`src/scc_pkg.sv`:
```
package scc_pkg;

  localparam logic [7:0]  CRC_POLY      = 8'h8C;
  localparam int          CFG_ADDR_W    = 3;
  localparam logic        REG_THRESHOLD = 1'b0;   // register index, taken from paddr[2]
  localparam int          THRESH_W      = 11;
  localparam logic [10:0] THRESH_RESET  = 11'd50;
  localparam int          TENTHS_W      = 12;

  // one finished frame, handed from the byte front end to the result stage
  typedef struct packed {
    logic signed [TENTHS_W-1:0] tenths;
    logic                       ok;
  } reading_t;

endpackage

```
`src/scc_if.sv`:
```
interface scc_in_if;
  logic       valid;
  logic       ready;
  logic [7:0] data_byte;
  logic       frame_start;

  modport source (output valid, output data_byte, output frame_start, input ready);
  modport sink   (input valid, input data_byte, input frame_start, output ready);
endinterface

interface scc_out_if;
  logic                                 valid;
  logic                                 ready;
  logic signed [scc_pkg::TENTHS_W-1:0]  temperature_tenths;
  logic                                 crc_ok;
  logic                                 big_change;

  modport source (output valid, output temperature_tenths, output crc_ok,
                  output big_change, input ready);
  modport sink   (input valid, input temperature_tenths, input crc_ok,
                  input big_change, output ready);
endinterface

```
`src/scc_front.sv`:
```
module scc_front #(
  parameter int FRAME_BYTES = 9
) (
  input  logic              clk,
  input  logic              rst_n,
  input  logic              accept,
  input  logic [7:0]        data_byte,
  input  logic              frame_start,
  output logic              push,
  output scc_pkg::reading_t push_data
);

  logic [3:0]  count_r, count_nxt, count_eff, count_inc;
  logic [7:0]  crc_r, crc_nxt, crc_in, crc_new;
  logic [7:0]  low_r, high_r;
  logic        frame_end;
  logic signed [15:0] raw_ext, scaled;

  // reflected CRC-8, one bit per step, LSB first
  function automatic logic [7:0] crc8_byte(input logic [7:0] crc_i, input logic [7:0] d);
    logic [7:0] c;
    logic       mix;
    c = crc_i;
    for (int b = 0; b < 8; b++) begin
      mix = c[0] ^ d[b];
      c   = {1'b0, c[7:1]};
      if (mix) begin
        c = c ^ scc_pkg::CRC_POLY;
      end
    end
    return c;
  endfunction

  always_comb begin
    count_eff = frame_start ? 4'd0 : count_r;
    crc_in    = frame_start ? 8'd0 : crc_r;
    crc_new   = crc8_byte(crc_in, data_byte);
    count_inc = count_eff + 4'd1;
    frame_end = accept && (count_inc == 4'(FRAME_BYTES));
    count_nxt = count_r;
    crc_nxt   = crc_r;
    if (accept) begin
      count_nxt = frame_end ? 4'd0 : count_inc;
      crc_nxt   = frame_end ? 8'd0 : crc_new;
    end
  end

  always_ff @(posedge clk) begin
    if (!rst_n) begin
      count_r <= 4'd0;
      crc_r   <= 8'd0;
    end else begin
      count_r <= count_nxt;
      crc_r   <= crc_nxt;
    end
  end

  // temperature bytes, no reset needed
  always_ff @(posedge clk) begin
    if (accept && count_eff == 4'd0) begin
      low_r <= data_byte;
    end
    if (accept && count_eff == 4'd1) begin
      high_r <= data_byte;
    end
  end

  // raw*10/16 with floor: x*8 + x*2, then arithmetic shift by 4
  always_comb begin
    raw_ext = 16'(signed'({high_r[3:0], low_r}));
    scaled  = (raw_ext <<< 3) + (raw_ext <<< 1);
  end

  assign push             = frame_end;
  assign push_data.tenths = scaled[15:4];
  assign push_data.ok     = (crc_new == 8'd0);

endmodule

```
`src/scc_fifo.sv`:
```
module scc_fifo (
  input  logic              clk,
  input  logic              rst_n,
  input  logic              push,
  input  scc_pkg::reading_t push_data,
  input  logic              pop,
  output logic              full,
  output logic              not_empty,
  output scc_pkg::reading_t head
);

  scc_pkg::reading_t mem [2];
  logic       wr_ptr_r, wr_ptr_nxt, rd_ptr_r, rd_ptr_nxt;
  logic [1:0] fill_r, fill_nxt;

  assign full      = (fill_r == 2'd2);
  assign not_empty = (fill_r != 2'd0);
  assign head      = mem[rd_ptr_r];

  always_comb begin
    wr_ptr_nxt = push ? ~wr_ptr_r : wr_ptr_r;
    rd_ptr_nxt = pop  ? ~rd_ptr_r : rd_ptr_r;
    fill_nxt   = fill_r + {1'b0, push} - {1'b0, pop};
  end

  always_ff @(posedge clk) begin
    if (!rst_n) begin
      wr_ptr_r <= 1'b0;
      rd_ptr_r <= 1'b0;
      fill_r   <= 2'd0;
    end else begin
      wr_ptr_r <= wr_ptr_nxt;
      rd_ptr_r <= rd_ptr_nxt;
      fill_r   <= fill_nxt;
    end
  end

  always_ff @(posedge clk) begin
    if (push) begin
      mem[wr_ptr_r] <= push_data;
    end
  end

  a_no_overflow: assert property (@(posedge clk) disable iff (!rst_n)
    push && full |-> pop)
    else $error("queue written while full");

  a_no_underflow: assert property (@(posedge clk) disable iff (!rst_n)
    pop |-> not_empty)
    else $error("queue read while empty");

  a_fill_range: assert property (@(posedge clk) disable iff (!rst_n)
    fill_r != 2'd3)
    else $error("queue fill out of range");

endmodule

```
`src/scc_back.sv`:
```
module scc_back (
  input  logic                          clk,
  input  logic                          rst_n,
  input  logic [scc_pkg::THRESH_W-1:0]  threshold,
  input  logic                          q_valid,
  input  scc_pkg::reading_t             q_head,
  output logic                          pop,
  scc_out_if.source                     out_ch
);

  logic signed [scc_pkg::TENTHS_W-1:0] last_good_r, last_good_nxt;
  logic signed [scc_pkg::TENTHS_W-1:0] tenths_r, tenths_nxt;
  logic        have_prev_r, have_prev_nxt;
  logic        valid_r, valid_nxt;
  logic        ok_r, ok_nxt, big_r, big_nxt;
  logic signed [12:0] diff;
  logic [11:0] mag;

  assign pop = q_valid && (!valid_r || out_ch.ready);

  always_comb begin
    diff = 13'(q_head.tenths) - 13'(last_good_r);
    mag  = diff[12] ? 12'(-diff) : diff[11:0];
    last_good_nxt = last_good_r;
    have_prev_nxt = have_prev_r;
    tenths_nxt    = tenths_r;
    ok_nxt        = ok_r;
    big_nxt       = big_r;
    valid_nxt     = valid_r;
    if (out_ch.ready) begin
      valid_nxt = 1'b0;
    end
    if (pop) begin
      valid_nxt = 1'b1;
      ok_nxt    = q_head.ok;
      if (q_head.ok) begin
        tenths_nxt    = q_head.tenths;
        big_nxt       = have_prev_r && (mag > 12'(threshold));
        last_good_nxt = q_head.tenths;
        have_prev_nxt = 1'b1;
      end else begin
        // bad CRC: report the held value
        tenths_nxt = last_good_r;
        big_nxt    = 1'b0;
      end
    end
  end

  always_ff @(posedge clk) begin
    if (!rst_n) begin
      valid_r     <= 1'b0;
      last_good_r <= '0;
      have_prev_r <= 1'b0;
    end else begin
      valid_r     <= valid_nxt;
      last_good_r <= last_good_nxt;
      have_prev_r <= have_prev_nxt;
    end
  end

  always_ff @(posedge clk) begin
    tenths_r <= tenths_nxt;
    ok_r     <= ok_nxt;
    big_r    <= big_nxt;
  end

  assign out_ch.valid              = valid_r;
  assign out_ch.temperature_tenths = tenths_r;
  assign out_ch.crc_ok             = ok_r;
  assign out_ch.big_change         = big_r;

  a_bad_no_flag: assert property (@(posedge clk) disable iff (!rst_n)
    valid_r && !ok_r |-> !big_r)
    else $error("change flagged on bad CRC word");

  a_good_tracks: assert property (@(posedge clk) disable iff (!rst_n)
    pop && q_head.ok |=> (last_good_r == tenths_r) && have_prev_r)
    else $error("last good value not updated");

  a_first_no_flag: assert property (@(posedge clk) disable iff (!rst_n)
    pop && !have_prev_r |=> !big_r)
    else $error("change flagged without earlier reading");

endmodule

```
`src/scratchpad_crc_temperature_check.sv`:
```
// A result is queued on the frame's last byte, then moved into the output register.
// Throughput: one byte per cycle; the CRC is done a byte per cycle in the front end,
// so a result comes every FRAME_BYTES bytes. A 2-entry queue and the output register
// let a stalled output hold up to three results before in_ch.ready drops.
// Reset (rst_n low, synchronous): byte count, CRC, queue, output valid, last good
// reading cleared; change_threshold returns to 50.
module scratchpad_crc_temperature_check #(
  parameter int FRAME_BYTES = 9
) (
  input  logic                            clk,
  input  logic                            rst_n,
  scc_in_if.sink                          in_ch,
  scc_out_if.source                       out_ch,
  input  logic                            psel,
  input  logic                            penable,
  input  logic                            pwrite,
  input  logic [scc_pkg::CFG_ADDR_W-1:0]  paddr,
  input  logic [31:0]                     pwdata,
  output logic [31:0]                     prdata,
  output logic                            pready
);

  logic [scc_pkg::THRESH_W-1:0] thresh_r, thresh_nxt;
  logic              accept, push, pop, full, not_empty;
  scc_pkg::reading_t push_data, head;

  // config register
  assign pready = 1'b1;
  always_comb begin
    thresh_nxt = thresh_r;
    if (psel && penable && pwrite && paddr[2] == scc_pkg::REG_THRESHOLD) begin
      thresh_nxt = pwdata[scc_pkg::THRESH_W-1:0];
    end
    prdata = '0;
    if (paddr[2] == scc_pkg::REG_THRESHOLD) begin
      prdata = {{(32 - scc_pkg::THRESH_W){1'b0}}, thresh_r};
    end
  end

  always_ff @(posedge clk) begin
    if (!rst_n) begin
      thresh_r <= scc_pkg::THRESH_RESET;
    end else begin
      thresh_r <= thresh_nxt;
    end
  end

  assign in_ch.ready = !full;
  assign accept      = in_ch.valid && !full;

  scc_front #(.FRAME_BYTES(FRAME_BYTES)) u_front (
    .clk         (clk),
    .rst_n       (rst_n),
    .accept      (accept),
    .data_byte   (in_ch.data_byte),
    .frame_start (in_ch.frame_start),
    .push        (push),
    .push_data   (push_data)
  );

  scc_fifo u_fifo (
    .clk       (clk),
    .rst_n     (rst_n),
    .push      (push),
    .push_data (push_data),
    .pop       (pop),
    .full      (full),
    .not_empty (not_empty),
    .head      (head)
  );

  scc_back u_back (
    .clk       (clk),
    .rst_n     (rst_n),
    .threshold (thresh_r),
    .q_valid   (not_empty),
    .q_head    (head),
    .pop       (pop),
    .out_ch    (out_ch)
  );

endmodule

```
`src/flat_wrapper.sv`:
```
// flat-port wrapper written by rule: the top's interface ports become plain ports
module scratchpad_crc_temperature_check_flat 
#(
  parameter int FRAME_BYTES = 9
)
  (clk, rst_n, psel, penable, pwrite, paddr, pwdata, prdata, pready, in_ch_valid, in_ch_data_byte, in_ch_frame_start, in_ch_ready, out_ch_valid, out_ch_temperature_tenths, out_ch_crc_ok, out_ch_big_change, out_ch_ready);
  scc_in_if in_ch_i ();
  scc_out_if out_ch_i ();
  input  logic clk;
  input  logic rst_n;
  input  logic psel;
  input  logic penable;
  input  logic pwrite;
  input  logic [scc_pkg::CFG_ADDR_W-1:0] paddr;
  input  logic [31:0] pwdata;
  output logic [31:0] prdata;
  output logic pready;
  input wire logic [$bits(in_ch_i.valid)-1:0] in_ch_valid;
  input wire logic [$bits(in_ch_i.data_byte)-1:0] in_ch_data_byte;
  input wire logic [$bits(in_ch_i.frame_start)-1:0] in_ch_frame_start;
  output wire logic [$bits(in_ch_i.ready)-1:0] in_ch_ready;
  output wire logic [$bits(out_ch_i.valid)-1:0] out_ch_valid;
  output wire logic [$bits(out_ch_i.temperature_tenths)-1:0] out_ch_temperature_tenths;
  output wire logic [$bits(out_ch_i.crc_ok)-1:0] out_ch_crc_ok;
  output wire logic [$bits(out_ch_i.big_change)-1:0] out_ch_big_change;
  input wire logic [$bits(out_ch_i.ready)-1:0] out_ch_ready;
  assign in_ch_i.valid = in_ch_valid;
  assign in_ch_i.data_byte = in_ch_data_byte;
  assign in_ch_i.frame_start = in_ch_frame_start;
  assign in_ch_ready = in_ch_i.ready;
  assign out_ch_valid = out_ch_i.valid;
  assign out_ch_temperature_tenths = out_ch_i.temperature_tenths;
  assign out_ch_crc_ok = out_ch_i.crc_ok;
  assign out_ch_big_change = out_ch_i.big_change;
  assign out_ch_i.ready = out_ch_ready;
  scratchpad_crc_temperature_check #(.FRAME_BYTES(FRAME_BYTES)) u_core (.clk(clk), .rst_n(rst_n), .in_ch(in_ch_i), .out_ch(out_ch_i), .psel(psel), .penable(penable), .pwrite(pwrite), .paddr(paddr), .pwdata(pwdata), .prdata(prdata), .pready(pready));
endmodule
```
`config.mk`:
```
export PLATFORM = sky130hd
export DESIGN_NAME = scratchpad_crc_temperature_check_flat
export DESIGN_NICKNAME = d
export VERILOG_FILES = /design/src/scc_pkg.sv /design/src/scc_if.sv /design/src/scc_front.sv /design/src/scc_fifo.sv /design/src/scc_back.sv /design/src/scratchpad_crc_temperature_check.sv /design/src/flat_wrapper.sv
export SDC_FILE = /design/constraint.sdc
export NUM_CORES = 1
export LEC_CHECK = 0
export ABC_AREA = 1
export BUFFER_PORTS_ARGS = -buffer_cell sky130_fd_sc_hd__buf_2
export CAP_MARGIN = 20
export CELL_PAD_IN_SITES_DETAIL_PLACEMENT = 1
export CELL_PAD_IN_SITES_GLOBAL_PLACEMENT = 2
export CORE_ASPECT_RATIO = 0.9
export CORE_MARGIN = 2
export CORE_UTILIZATION = 30
export CTS_CLUSTER_DIAMETER = 200
export DETAILED_ROUTE_END_ITERATION = 6
export HOLD_SLACK_MARGIN = 0.12
export PLACE_DENSITY = 0.76
export SLEW_MARGIN = 20
export SYNTH_ARGS = -nofsm -noshare
export SYNTH_HDL_FRONTEND = slang
export SYNTH_SLANG_ARGS = --single-unit
```
`constraint.sdc`:
```
create_clock -name clk -period 3.2 [get_ports clk]
set_input_delay 0.64 -clock clk [delete_from_list [all_inputs] [get_ports clk]]
set_output_delay 0.64 -clock clk [all_outputs]
set_load 0.05 [all_outputs]
```
==> impl_results.html <==
<table>
<tr><th>Metric</th><th>Value</th></tr>
<tr><th colspan="2">Run</th></tr>
<tr><td>Max-cap check violation count</td><td>0</td></tr>
<tr><th colspan="2">STA</th></tr>
<tr><td>Setup_tns</td><td>-0.430 ns</td></tr>
<tr><td>Part of the cycle the worst path needs</td><td>1.13</td></tr>
<tr><td>Final critical-path required period</td><td>3.63 ns</td></tr>
<tr><td>Max Clk Rate</td><td>275 MHz</td></tr>
<tr><td>Setup-violating endpoint count in the final report</td><td>1</td></tr>
<tr><td>Number of hold violations in the final report</td><td>0</td></tr>
<tr><td>Worst slew pin tran</td><td>0.688 ns</td></tr>
<tr><td>Total count of max-transition violations in the final report</td><td>0</td></tr>
<tr><td>Setup WS post-layout</td><td>-0.430 ns</td></tr>
<tr><td>Worst-case hold slack</td><td>0.463 ns</td></tr>
<tr><td>Fin Clk Skew</td><td>0.00877 ns</td></tr>
<tr><td>RSZ-0062 raised after global routing</td><td>yes</td></tr>
<tr><td>Worst relative slew slack</td><td>0.539</td></tr>
<tr><th colspan="2">Pwr</th></tr>
<tr><td>Power, Total</td><td>8.47 mW</td></tr>
<tr><td>Clk network pwr share</td><td>0.143</td></tr>
<tr><td>Seq pwr share</td><td>0.202</td></tr>
<tr><td>Total power per unit cell area</td><td>1120 mW/mm2</td></tr>
<tr><td>VDD IR max</td><td>0.000428 V</td></tr>
<tr><td>Static leakage power</td><td>3.43 nW</td></tr>
<tr><td>Combinational cell fraction of total power</td><td>0.655</td></tr>
<tr><td>Sw Pwr</td><td>3.86 mW</td></tr>
<tr><td>Internal power of the cells</td><td>4.61 mW</td></tr>
<tr><td>Switching Share</td><td>0.456</td></tr>
<tr><th colspan="2">Clock tree</th></tr>
<tr><td>Worst skew pair latency</td><td>0.35 ns</td></tr>
<tr><td>Clock buffers created by TritonCTS</td><td>9</td></tr>
<tr><td>CTS sink cnt</td><td>94</td></tr>
<tr><td>Number of buffers on the longest clock path</td><td>2</td></tr>
<tr><td>Clock transition at the registers of the reported paths</td><td>0.07 ns</td></tr>
<tr><td>Clock tree from TritonCTS</td><td>built</td></tr>
<tr><td>H-Tree Depth</td><td>3</td></tr>
<tr><td>Root Driver</td><td>sky130_fd_sc_hd__clkbuf_16</td></tr>
<tr><th colspan="2">GRT</th></tr>
<tr><td>Residual overflow from global routing</td><td>0</td></tr>
<tr><td>Aggregate global-route resource usage</td><td>0.156</td></tr>
<tr><td>Met3 GRT Util</td><td>0.0322</td></tr>
<tr><td>Layer carrying the most global-route usage</td><td>met2</td></tr>
<tr><td>Pin count of the biggest net entering global routing</td><td>28</td></tr>
<tr><td>Global-route wire length before repair</td><td>25.6 mm</td></tr>
<tr><td>Antenna violations before repair</td><td>0</td></tr>
<tr><td>Met1 demand-to-capacity share in global routing</td><td>0.185</td></tr>
<tr><td>Grt met2 use</td><td>0.292</td></tr>
<tr><td>Number of global-route vias before repair</td><td>5336</td></tr>
<tr><th colspan="2">Worst hold path</th></tr>
<tr><td>Hold-critical path depth</td><td>1</td></tr>
<tr><td>Hold path startpoint</td><td>u_core.u_fifo.rd_ptr_r</td></tr>
<tr><td>Hold-critical path endpoint</td><td>u_core.u_fifo.rd_ptr_r</td></tr>
<tr><td>Min-Delay Path Class</td><td>flip-flop to flip-flop</td></tr>
<tr><th colspan="2">Worst setup path</th></tr>
<tr><td>Highest fanout seen on the critical path</td><td>8</td></tr>
<tr><td>Stages on the worst setup path</td><td>24</td></tr>
<tr><td>Biggest cell delay along the critical path</td><td>0.39 ns</td></tr>
<tr><td>CP top delay family</td><td>simple AND/OR/NAND/NOR gates</td></tr>
<tr><td>Combined buffer and inverter count along the critical path</td><td>3</td></tr>
<tr><td>Terminus of the critical flop-to-flop path</td><td>u_core.u_back.out_ch.big_change</td></tr>
<tr><td>Worst R2R Path Depth</td><td>24</td></tr>
<tr><td>Critical Path Start Type</td><td>flip-flop</td></tr>
<tr><td>Required time at the worst-slack endpoint</td><td>3.31 ns</td></tr>
<tr><td>Arrival time worst endpoint</td><td>3.74 ns</td></tr>
<tr><td>Cell chain of the critical path</td><td>mux2i_4 &gt; ha_2 &gt; inv_2 &gt; fa_2 &gt; nand2_2 &gt; nand2_2 &gt; nand3_2 &gt; a21oi_4 &gt; nor2_4 &gt; or2_4 &gt; nand2_4 &gt; nand2_1 &gt; xor2_1 &gt; inv_1 &gt; ha_1 &gt; nand2_2 &gt; nor2_1 &gt; a21oi_2 &gt; o21ai_1 &gt; a21o_1 &gt; nand2_1 &gt; nand3_1 &gt; nand2_1 &gt; inv_1</td></tr>
<tr><td>Register-to-Register Setup Slack</td><td>-0.43 ns</td></tr>
<tr><td>Crit. End Element</td><td>flip-flop</td></tr>
<tr><td>Worst path slowest cell</td><td>sky130_fd_sc_hd__dfxtp_4</td></tr>
<tr><td>Type of the setup path with the least slack</td><td>flip-flop to flip-flop</td></tr>
<tr><th colspan="2">Final layout</th></tr>
<tr><td>Post-Route Utilization</td><td>0.395</td></tr>
<tr><td>Total inserted antenna cells</td><td>0</td></tr>
<tr><td>Leading cell type in the layout, fill and taps excluded</td><td>sky130_fd_sc_hd__nand2_1</td></tr>
<tr><td>Fill count</td><td>2319</td></tr>
<tr><td>Synthesis-to-layout area growth</td><td>29.1%</td></tr>
<tr><td>Post-route cell area</td><td>0.00753 mm2</td></tr>
<tr><td>Number of nets in the layout</td><td>940</td></tr>
<tr><td>Share of post-route cells with drive strength above 1</td><td>0.277</td></tr>
<tr><td>Most frequent cells in the layout</td><td>sky130_fd_sc_hd__nand2_1, sky130_fd_sc_hd__inv_1, sky130_fd_sc_hd__buf_4</td></tr>
<tr><td>Fin cells</td><td>1103</td></tr>
<tr><th colspan="2">Synth</th></tr>
<tr><td>Synth warn</td><td>0</td></tr>
<tr><td>Unique cell type count in the Yosys netlist</td><td>42</td></tr>
<tr><td>Post-synthesis average cell area</td><td>8.03 um2</td></tr>
<tr><td>Most used flip-flop cell after synthesis</td><td>sky130_fd_sc_hd__edfxtp_1</td></tr>
<tr><td>Syn Inst Count</td><td>727</td></tr>
<tr><td>EDFF count, synth</td><td>52</td></tr>
<tr><td>Combined area of all synthesized cells</td><td>0.00584 mm2</td></tr>
<tr><td>Share of flip-flops with an asynchronous set or reset after synthesis</td><td>0</td></tr>
<tr><td>Sequential share of the synthesized area</td><td>0.412</td></tr>
<tr><td>Flip-flop and latch count after synthesis</td><td>94</td></tr>
<tr><th colspan="2">Placed design</th></tr>
<tr><td>Cell Count Post-Placement</td><td>1083</td></tr>
<tr><td>Final Wtd Congestion</td><td>0.832</td></tr>
<tr><td>Post-placement cell area</td><td>0.00682 mm2</td></tr>
<tr><td>HPWL after detailed placement</td><td>12.1 mm</td></tr>
<tr><td>Number of input and output port buffers inserted</td><td>54</td></tr>
<tr><td>Setup Slack @ Placement</td><td>-0.647 ns</td></tr>
<tr><th colspan="2">Status</th></tr>
<tr><td>Violations in the final reports</td><td>setup timing</td></tr>
<tr><td>Run status</td><td>finished, violations left</td></tr>
<tr><th colspan="2">Route</th></tr>
<tr><td>Remaining number of nets flagged by the antenna check after routing</td><td>0</td></tr>
<tr><td>DR pass1 iterations</td><td>4</td></tr>
<tr><td>Post-detailed-routing wire length</td><td>15.4 mm</td></tr>
<tr><td>Number of vias per cell</td><td>4.57</td></tr>
<tr><td>DRC violation total after the first TritonRoute iteration</td><td>177</td></tr>
<tr><td>Via count</td><td>5039</td></tr>
<tr><td>DRC viols</td><td>0</td></tr>
<tr><td>DR WL/cell</td><td>13.9 um</td></tr>
<tr><th colspan="2">Floorplan</th></tr>
<tr><td>Boundary pin count</td><td>100</td></tr>
<tr><td>Floorplan die height</td><td>136 um</td></tr>
<tr><td>Core Region</td><td>0.0191 mm2</td></tr>
<tr><td>Starting utilization of the core area</td><td>0.306</td></tr>
<tr><td>Chip width</td><td>151 um</td></tr>
<tr><td>Num rows</td><td>48</td></tr>
<tr><td>Die outline area</td><td>0.0206 mm2</td></tr>
</table>
[timing repair]
item	CTS	global route
resized for setup	37	27
hold buffers	0	0
pin swaps	15	16
endpoints found under the setup margin	1	1
setup buffers	1	3
cloned	0	0
[layout make-up]
| cell class | instances | area, um2 | area share |
|---|---|---|---|
| clock buffer | 11 | 275 | 0.0365 |
| clock inverter | 5 | 66.3 | 0.00880 |
| inverter | 105 | 398 | 0.0528 |
| multi-input combinational | 511 | 3250 | 0.432 |
| sequential | 94 | 2410 | 0.319 |
| tap | 250 | 313 | 0.0415 |
| timing repair buffer | 127 | 822 | 0.109 |
[metal layers]
layer | wire, um | vias to the layer above
li1 | - | 2550
met5 | 0 | -
met3 | 389 | 10
met2 | 7980 | 59
met1 | 6900 | 2420
met4 | 114 | 0
[sequential cells by signal, summed over array words and instances (netlist names), named ones only]
register and count:
u_core.u_fifo.mem 26, u_core.u_back.last_good_r 12, u_core.u_back.out_ch.temperature_tenths 12, u_core.thresh_r 11, u_core.u_front.crc_r 8, u_core.u_front.low_r 8, u_core.u_front.count_r 4, u_core.u_front.high_r 4
u_core.u_fifo.fill_r 2, u_core.u_back.have_prev_r 1, u_core.u_back.out_ch.big_change 1, u_core.u_back.out_ch.crc_ok 1, u_core.u_back.out_ch.valid 1, u_core.u_fifo.rd_ptr_r 1, u_core.u_fifo.wr_ptr_r 1
[synth_stat cells (all sizes together), types with 3 or more instances]
| library cell | count | area share |
|---|---|---|
| nand2 | 195 | 0.14 |
| inv | 104 | 0.067 |
| a21oi | 63 | 0.055 |
| edfxtp | 52 | 0.27 |
| nor2 | 47 | 0.030 |
| o21ai | 47 | 0.040 |
| dfxtp | 42 | 0.14 |
| ha | 39 | 0.084 |
| nand3 | 27 | 0.024 |
| xor2 | 25 | 0.045 |
| buf | 24 | 0.032 |
| clkbuf | 13 | 0.0084 |
| nand4 | 9 | 0.0096 |
| xnor2 | 9 | 0.014 |
| or2 | 4 | 0.0056 |
| a21o | 3 | 0.0039 |
| nand3b | 3 | 0.0039 |
| o211ai | 3 | 0.0039 |
[logic make-up after synthesis]
family / Yosys count / share of synthesized area
buf+inv: 142 / 0.107
mux: 1 / 0.00171
compound gates: 122 / 0.111
other cells: 2 / 0.00129
fa+ha+maj: 41 / 0.0905
xor+xnor: 34 / 0.0587
flops: 94 / 0.412
simple gates: 291 / 0.218
[power by group through the flow]
stage          Clock (mW)  Combinational [mW]  Sequential (mW)
6_report             1.21                5.55             1.71
5_1_grt              1.29                6.19             1.74
4_1_cts              1.25                5.09             1.72
3_5_place_dp            0                4.67             1.73
3_3_place_gp            0                4.49             1.72
2_1_floorplan           0                2.78             2.02
[worst max path at each step]
stage	startpoint	end	slack, ns
finish	flip-flop	u_core.u_back.out_ch.big_change	-0.43
global route	flip-flop	u_core.u_back.out_ch.big_change	-0.68
CTS	flip-flop	u_core.u_back.out_ch.big_change	-0.42
detailed placement	flip-flop	u_core.u_back.out_ch.big_change	-0.65
global placement	flip-flop	u_core.u_back.out_ch.big_change	-0.52
floorplan	flip-flop	u_core.u_back.out_ch.big_change	-0.17
Power figures use the tool's default switching activity.
